[src/hw/rtl/thac_pkg.sv]
package thac_pkg;

  // field widths
  localparam int unsigned TIME_W   = 48;
  localparam int unsigned FREQ_W   = 32;
  localparam int unsigned RAW_W    = 32;
  localparam int unsigned PERIOD_W = 24;
  localparam int unsigned VIEW_W   = 8;
  localparam int unsigned SMP_W    = 16;
  localparam int unsigned TOP_W    = 17;
  localparam int unsigned SHR_W    = 4;
  localparam int unsigned FILL_W   = 8;
  localparam int unsigned CFG_IDX_W = 1;

  // reset values and limits
  localparam logic [PERIOD_W-1:0] PERIOD_RST   = 24'd320000;
  localparam logic [VIEW_W-1:0]   VIEW_RST     = 8'd64;
  localparam logic [TOP_W-1:0]    TOP_MIN      = 17'd64;
  localparam logic [TOP_W-1:0]    TOP_MAX      = 17'd65536;
  localparam logic [SHR_W-1:0]    SHRINK_AFTER = 4'd10;
  localparam logic [SMP_W-1:0]    SMP_MAX      = 16'hFFFF;
  localparam logic [TOP_W-1:0]    RATE_SPAN    = 17'd8;
  localparam int unsigned         KIB_SHIFT    = 10;

  // configuration register indexes
  typedef enum logic [CFG_IDX_W-1:0] {
    REG_SAMPLE_PERIOD = 1'b0,
    REG_VIEW_WIDTH    = 1'b1
  } cfg_reg_e;

  // operations of the shared scan unit
  typedef enum logic [1:0] {
    SCAN_HOLD  = 2'd0,
    SCAN_CLEAR = 2'd1,
    SCAN_PEAK  = 2'd2,
    SCAN_RANGE = 2'd3
  } scan_op_e;

  // one history row
  typedef struct packed {
    logic [SMP_W-1:0] level;
    logic [SMP_W-1:0] threshold;
    logic [SMP_W-1:0] rate;
  } hist_entry_t;

  // input beat
  typedef struct packed {
    logic [TIME_W-1:0]       time_us;
    logic                    streaming;
    logic [FREQ_W-1:0]       tuned_freq;
    logic signed [RAW_W-1:0] level_sample;
    logic signed [RAW_W-1:0] trigger_level;
    logic [RAW_W-1:0]        byte_rate;
  } in_beat_t;

  // result beat
  typedef struct packed {
    logic              sampled;
    logic [FILL_W-1:0] fill_count;
    logic [TOP_W-1:0]  level_top;
    logic [SMP_W-1:0]  rate_low;
    logic [SMP_W-1:0]  rate_top;
    logic [SMP_W-1:0]  latest_level;
    logic [SMP_W-1:0]  latest_threshold;
    logic [SMP_W-1:0]  latest_rate;
  } out_beat_t;

endpackage

[src/hw/rtl/thac_scan.sv]
module thac_scan (
  input  logic                            clk_i,
  input  logic                            rst_ni,
  input  thac_pkg::scan_op_e              op_i,
  input  thac_pkg::hist_entry_t           data_i,
  output logic [thac_pkg::SMP_W-1:0]      peak_o,
  output logic [thac_pkg::SMP_W-1:0]      lo_o,
  output logic [thac_pkg::SMP_W-1:0]      hi_o
);
  import thac_pkg::*;

  logic [SMP_W-1:0] peak_q, peak_d;
  logic [SMP_W-1:0] lo_q, lo_d;
  logic [SMP_W-1:0] hi_q, hi_d;
  logic [SMP_W-1:0] row_max;

  // larger of level and threshold in the row
  assign row_max = (data_i.threshold > data_i.level) ? data_i.threshold : data_i.level;

  // clear, or accumulate the peak or the min/max of the rate column
  always_comb begin
    peak_d = peak_q;
    lo_d   = lo_q;
    hi_d   = hi_q;
    case (op_i)
      SCAN_CLEAR: begin
        peak_d = '0;
        lo_d   = SMP_MAX;
        hi_d   = '0;
      end
      SCAN_PEAK: begin
        if (row_max > peak_q) peak_d = row_max;
      end
      SCAN_RANGE: begin
        if (data_i.rate < lo_q) lo_d = data_i.rate;
        if (data_i.rate > hi_q) hi_d = data_i.rate;
      end
      default: begin
      end
    endcase
  end

  always_ff @(posedge clk_i or negedge rst_ni) begin
    if (!rst_ni) begin
      peak_q <= '0;
      lo_q   <= SMP_MAX;
      hi_q   <= '0;
    end else begin
      peak_q <= peak_d;
      lo_q   <= lo_d;
      hi_q   <= hi_d;
    end
  end

  assign peak_o = peak_q;
  assign lo_o   = lo_q;
  assign hi_o   = hi_q;

endmodule

[config.mk]
export PLATFORM = sky130hd
export DESIGN_NAME = thac_scan
export DESIGN_NICKNAME = d
export VERILOG_FILES = /design/src/hw/rtl/thac_pkg.sv /design/src/hw/rtl/thac_scan.sv
export SDC_FILE = /design/constraint.sdc
export NUM_CORES = 1
export LEC_CHECK = 0
export ABC_AREA = 1
export ABC_CLOCK_PERIOD_IN_PS = 1800
export BUFFER_PORTS_ARGS = -buffer_cell sky130_fd_sc_hd__buf_2
export CAP_MARGIN = 20
export CORE_MARGIN = 3
export CORE_UTILIZATION = 50
export DETAILED_ROUTE_END_ITERATION = 12
export GPL_TIMING_DRIVEN = 0
export PLACE_DENSITY_LB_ADDON = 0.2
export SYNTH_ARGS = -nofsm -noshare
export SYNTH_HDL_FRONTEND = slang
export SYNTH_SLANG_ARGS = --single-unit
[constraint.sdc]
create_clock -name clk_i -period 1.8 [get_ports clk_i]
set_input_delay 0.36 -clock clk_i [delete_from_list [all_inputs] [get_ports clk_i]]
set_output_delay 0.36 -clock clk_i [all_outputs]
set_load 0.005 [all_outputs]
==> results.json, run 1 <==
{
  "status": "complete, but fails checks",
  "violations": "setup timing",
  "timing.rr.start": "lo_o[11]",
  "via_count": 4513,
  "finalMaxSlewViolations": 0,
  "place_inst": 765,
  "fmax_mhz": 344.8,
  "yosysWarnings": 0,
  "hold_viol_final": 0,
  "setup_viol": 37,
  "die_w_um": 96.74,
  "port_buffers": 99,
  "drt_pass1_iterations": 5,
  "antenna_found_initial": 2,
  "syn_inst": 564,
  "ant_nets": 0,
  "synth_xor_area_share_pct": 0,
  "finalWirelength_um": 14000,
  "finalCritPeriodShare_pct": 161.1,
  "crit_path_end_kind": "flop",
  "via_per_inst": 5.464,
  "grt_pass1_vias": 4448,
  "ys_seq_elements": 48,
  "slew_headroom_pct": 59.53,
  "path_class": "in -> reg",
  "final_area_um2": 6519,
  "seq_area_frac_synth_pct": 29.67,
  "synth-compound-area-share_pct": 6.292,
  "synthSimpleGateAreaFrac_pct": 33.71,
  "die_y_um": 96.74,
  "worstMarginPinSlew_ns": 0.6071,
  "crit_arrival_ns": 3.14,
  "fin_util_pct": 83.07,
  "syn_area_um2": 4116,
  "syn_nets": 679,
  "clockBufferDepth": 2,
  "post_synth_mux_area_share_pct": 0,
  "hpwl_um": 8047,
  "layout-drive-gt1-share_pct": 56.29,
  "clk_latency_ns": 0.31,
  "grt_max_degree": 49,
  "synthFlopType": "dfrtp_1",
  "ys_types": 30,
  "period_minus_slack_ns": 2.900,
  "synth_fa_ha_area_share_pct": 19.15,
  "placementRows": 32,
  "tns_ns": -18.01,
  "globalplace.congestion": 0.8858,
  "cts_tree": "built",
  "htree_levels": 2,
  "syn_to_final_growth_pct": 58.36,
  "fin_ws_ns": -1.100,
  "ir_drop_mv": 0.3901,
  "grt_usage_pct": 26.28,
  "wl_per_cell_um": 16.95,
  "grt.overflow.total": 0,
  "startpoint_type": "input pin",
  "synth_edf_count": 0,
  "powerDensity_nw_per_um2": 832.7,
  "io_pins": 100,
  "drc_errors": 0,
  "rsz0062_at_grt": "yes",
  "initial_utilization_pct": 52.46,
  "total_power_w": 0.005428,
  "min_from": "data_i[0]",
  "synth_top_family_by_area": "simple AND/OR/NAND/NOR gates",
  "finalClockSkew_ns": 0.009325,
  "cts-root-buf": "clkbuf_8",
  "path_clk_slew_ns": 0.10,
  "clock_sinks": 48,
  "avgSynthCellArea_um2": 7.299,
  "placed_area_um2": 4812,
  "drt_iter0_markers": 144,
  "crit_fanout": 7,
  "max_cap_violations": 0,
  "hold_path.class": "in -> reg",
  "crit_required_ns": 2.04,
  "dieArea_um2": 9358,
  "p_leak_nw": 3.326,
  "cts_buffers": 5,
  "nets": 837,
  "grt_pass1_wl_um": 20530,
  "core_area_um2": 7848,
  "ys_async_sr_fraction_pct": 100.0,
  "crit_path_start": "data_i[33]",
  "finalNonFillerCells": 826
}
==> registers in the layout, summed over array words and instances (netlist names) <==
register / cells
hi_o: 16
lo_o: 16
peak_o: 16
==> logic make-up after synthesis <==
kind of cell             count (synthesis)
AO/OA/AOI/OAI                           44
adder cells (fa/ha/maj)                 63
buffers and inverters                  111
flip-flops                              48
AND/OR/NAND/NOR                        298
==> cell usage in the layout (no fill, tap or decap), types with 4 or more instances in the layout <==
| master | netlist | final |
|---|---|---|
| ha_1 | 63 | 26 |
| buf_6 | 3 | 20 |
| clkbuf_1 | 4 | 6 |
| buf_8 | 0 | 6 |
| nand2_4 | 4 | 23 |
| nand3_4 | 1 | 5 |
| nand3_2 | 1 | 43 |
| nand2_2 | 2 | 42 |
| ha_4 | 0 | 36 |
| o21ai_1 | 1 | 6 |
| nor2_4 | 0 | 4 |
| nor2_1 | 15 | 9 |
| and2_4 | 0 | 13 |
| or2_2 | 15 | 15 |
| inv_2 | 2 | 18 |
| dfstp_2 | 16 | 16 |
| clkbuf_8 | 0 | 6 |
| inv_1 | 93 | 75 |
| a21oi_1 | 30 | 16 |
| buf_4 | 4 | 40 |
| dfrtp_1 | 32 | 32 |
| nand3_1 | 97 | 51 |
| a21oi_2 | 0 | 14 |
| buf_2 | 5 | 93 |
| nand2_1 | 142 | 83 |
==> cell usage after synthesis (all sizes together), types with 3 or more instances <==
cell type / instances / area, µm²
nor2: 15 / 56.30
o21ai: 9 / 48.79
nand3: 99 / 513.0
and2: 15 / 93.84
dfstp: 16 / 420.4
clkbuf: 4 / 15.01
buf: 12 / 88.83
dfrtp: 32 / 800.8
inv: 95 / 356.6
ha: 63 / 788.3
nand4: 3 / 18.77
nand2: 148 / 590.6
or2: 15 / 93.84
a21oi: 31 / 166.4
==> cell type report <==
cell class | instances | area [µm²]
inverters | 95 | 366.6
plain buffers | 16 | 137.6
flip-flops and latches | 48 | 1221
fillers | 466 | 1329
multi-input cells | 405 | 3540
diodes | 1 | 2.502
repair buffers | 151 | 1033
well taps | 102 | 127.6
clock buffers | 8 | 90.09
==> per-stage QoR <==
| stage | setup WS, ns | hold WS, ns |
|---|---|---|
| final | -1.100 | 0.3086 |
| after global routing | -1.227 | 0.3310 |
| after CTS | -0.8820 | 0.2878 |
| after detailed placement | -1.507 | 0.4870 |
| after global placement | -1.470 | 0.4856 |
| after floorplan | -0.9844 | 0.06441 |
==> critical path, cell delays in order <==
cell     delay (ns)
buf_2          0.11
inv_2          0.10
ha_4           0.21
nand2_1        0.07
nand2_1        0.06
nand2_1        0.06
nand2_1        0.05
nand2_1        0.06
nand2_2        0.06
nand2_2        0.08
nand2_4        0.10
nand2_4        0.13
buf_8          0.15
nand2_2        0.07
and2_4         0.14
ha_4           0.27
nand2_2        0.06
nor2_4         0.15
nand2_4        0.08
inv_2          0.07
nand2_4        0.06
a21oi_4        0.26
buf_6          0.18
nand3_2        0.08
nand2_1        0.09
==> worst paths after layout <==
kind                              to  cells past startpoint  slack, ns
setup / recovery           peak_o[9]                     25      -1.10
hold / removal               hi_o[0]                      3       0.31
setup reg to reg            lo_o[12]                     10      -0.09
hold reg to reg              lo_o[2]                      2       0.50
max in group asynchronous   lo_o[13]                      3       0.73
min in group asynchronous    hi_o[1]                      2       0.48
==> per-layer routing <==
layer  share of wire [%]  track usage (%)  up-vias
li1                    -                -     2132
met1                  37            29.40     2150
met2                  54            48.04      188
met3                 6.2            5.479       41
met4                 3.0            10.91        2
met5               0.064                0        -
==> report_power, final <==
| part | switching (W) | total (W) | leakage, nW | internal [W] |
|---|---|---|---|---|
| clock network | 0.000384 | 0.000699 | 0.0455 | 0.000315 |
| logic | 0.00166 | 0.00313 | 2.69 | 0.00147 |
| registers | 0.000213 | 0.00160 | 0.589 | 0.00139 |
| total | 0.00225 | 0.00543 | 3.33 | 0.00317 |
==> repair_timing <==
action,4_1_cts,5_1_grt
buffers inserted,31,12
gates cloned,6,1
pin swaps,80,42
endpoints found under the setup margin,42,48
hold buffers,0,1
gates resized for setup,157,100
hold endpoints to repair,0,9
Note: power is estimated with default switching activity, not from simulation.
==> inputs of run 2 (changes only) <==
- GPL_TIMING_DRIVEN: 0 -> default
==> run 2 against run 1 <==
The flow finishes with violations (hold timing, setup timing). Routed wire length up 13%. Utilization rose by 4.0 points. Worst hold slack lost 0.31 ns. Register-to-register slack worse by 0.12 ns. Worst setup slack worse by 0.065 ns. Global-route usage down 1.5 points. First-iteration DRC count up 67%. Sequential share of layout area fell by 0.86 points.
==> results.json, run 2 (synthesis results as in run 1) <==
{
  "grt_usage_pct": 24.75,
  "timing.hold.ws_ns": -0.001989,
  "io_pins": 100,
  "globalplace.congestion": 0.8805,
  "drc_errors": 0,
  "cts_buffers": 5,
  "p_leak_nw": 3.507,
  "clockBufferDepth": 2,
  "max_cap_violations": 0,
  "hold_path.class": "in -> async",
  "grt_max_degree": 32,
  "ant_nets": 0,
  "path_clk_slew_ns": 0.10,
  "via_count": 4844,
  "violations": "hold timing, setup timing",
  "initial_utilization_pct": 52.46,
  "clk_latency_ns": 0.31,
  "slew_headroom_pct": 67.17,
  "crit_path_end_kind": "flop",
  "layout_commonest_cell": "nand2_1",
  "ir_drop_mv": 0.4342,
  "multi_input_area_um2": 3571,
  "finalCritPeriodShare_pct": 164.7,
  "place_ws_ns": -1.417,
  "clock_sinks": 48,
  "fin_ws_ns": -1.165,
  "via_per_inst": 5.659,
  "grt_pass1_wl_um": 19690,
  "die_w_um": 96.74,
  "powerDensity_nw_per_um2": 849.3,
  "core_area_um2": 7848,
  "worstMarginPinSlew_ns": 0.4924,
  "syn_to_final_growth_pct": 66.02,
  "regArea_um2": 1221,
  "path_class": "in -> reg",
  "placementRows": 32,
  "hpwl_um": 8668,
  "die_y_um": 96.74,
  "reg2reg_slack_ns": -0.21,
  "cts_tree": "built",
  "drt_pass1_iterations": 5,
  "crit_fanout": 8,
  "fin_util_pct": 87.09,
  "hold_viol_final": 5,
  "period_minus_slack_ns": 2.965,
  "crit_arrival_ns": 3.23,
  "final_cell_mix": "nand2_1 (118), buf_2 (91), inv_1 (79), buf_4 (79), nand3_2 (71)",
  "status": "complete, but fails checks",
  "antenna_found_initial": 0,
  "dieArea_um2": 9358,
  "drt_iter0_markers": 241,
  "reg2regPathDepth": 10,
  "cts-root-buf": "clkbuf_8",
  "rsz0062_at_grt": "yes",
  "startpoint_type": "input pin",
  "finalMaxSlewViolations": 0,
  "grt.overflow.total": 0,
  "nets": 868,
  "crit_required_ns": 2.06,
  "n_antenna_cell": 0,
  "port_buffers": 99,
  "finalClockSkew_ns": 0.01534,
  "fillers": 361,
  "finalWirelength_um": 15790,
  "fmax_mhz": 337.3,
  "layout-drive-gt1-share_pct": 56.90,
  "htree_levels": 2,
  "setup_viol": 41,
  "grt_pass1_vias": 4306,
  "wl_per_cell_um": 18.44
}
-- run 2: path summary, 6_finish.rpt --
| kind | from | to |
|---|---|---|
| min in group clk_i | data_i[2] | hi_o[2] |
| max reg2reg | peak_o[9] | peak_o[5] |
| min | rst_ni | peak_o[1] |
| max in group asynchronous | rst_ni | lo_o[5] |
| max | data_i[19] | peak_o[5] |
| min reg2reg | lo_o[2] | lo_o[2] |
-- run 2: through the flow --
step | power (W) | instance area, µm² | std cells | TNS [ns]
6_report | 0.005804 | 6834 | 856 | -20.69
3_3_place_gp | 0.003669 | 5371 | 830 | -22.69
2_1_floorplan | 0.002827 | 4189 | 564 | -14.97
3_5_place_dp | 0.003782 | 5371 | 830 | -25.36
4_1_cts | 0.004818 | 5725 | 840 | -16.76
5_1_grt | 0.006163 | 6834 | 856 | -25.54
-- run 2: final cells by class --
cell class | count | area share, %
multi-input cells | 408 | 52.25
repair buffers | 195 | 20.98
flip-flops and latches | 48 | 17.87
inverters | 95 | 5.254
well taps | 102 | 1.867
clock buffers | 6 | 1.208
clock inverters | 2 | 0.5676
-- run 2: worst max-delay path, stage by stage --
cell and delay [ns]:
buf_2 0.11, ha_1 0.30, nand2_1 0.10, inv_1 0.06, nand2_1 0.07, nand2_1 0.05, nand2_1 0.06, nand2_1 0.08
nand2_2 0.12, nand2_8 0.12, nand2_8 0.13, buf_12 0.10, nand2_1 0.07, and2_4 0.17, ha_4 0.27, nand2_1 0.08
nor2_1 0.13, nand2_2 0.11, o21ai_2 0.24, inv_2 0.14, nand2_4 0.18, nand3_1 0.11, nand2_1 0.08
-- run 2: where the power goes --
| part | internal [W] | leakage, nW | total, W | switching (W) |
|---|---|---|---|---|
| clock | 0.000455 | 0.0614 | 0.000869 | 0.000414 |
| sequential | 0.00139 | 0.589 | 0.00165 | 0.000257 |
| combinational | 0.00153 | 2.86 | 0.00329 | 0.00176 |
-- run 2: what timing repair did --
action | 4_1_cts | 5_1_grt
endpoints found under the hold margin | 0 | 0
resized for setup | 39 | 179
gates cloned | 2 | 4
setup endpoints to repair | 32 | 48
buffers inserted | 0 | 12
pin swaps | 14 | 103
hold buffers | 0 | 0
-- run 2: metal layers --
metal | part of all wire (%) | GRT usage [%] | up-vias | wire, µm
li1 | - | - | 2194 | -
met1 | 36 | 30.67 | 2293 | 5689
met2 | 52 | 44.37 | 269 | 8167
met3 | 6.5 | 3.605 | 88 | 1023
met4 | 5.7 | 7.235 | 0 | 905
met5 | 0 | 0 | - | 0
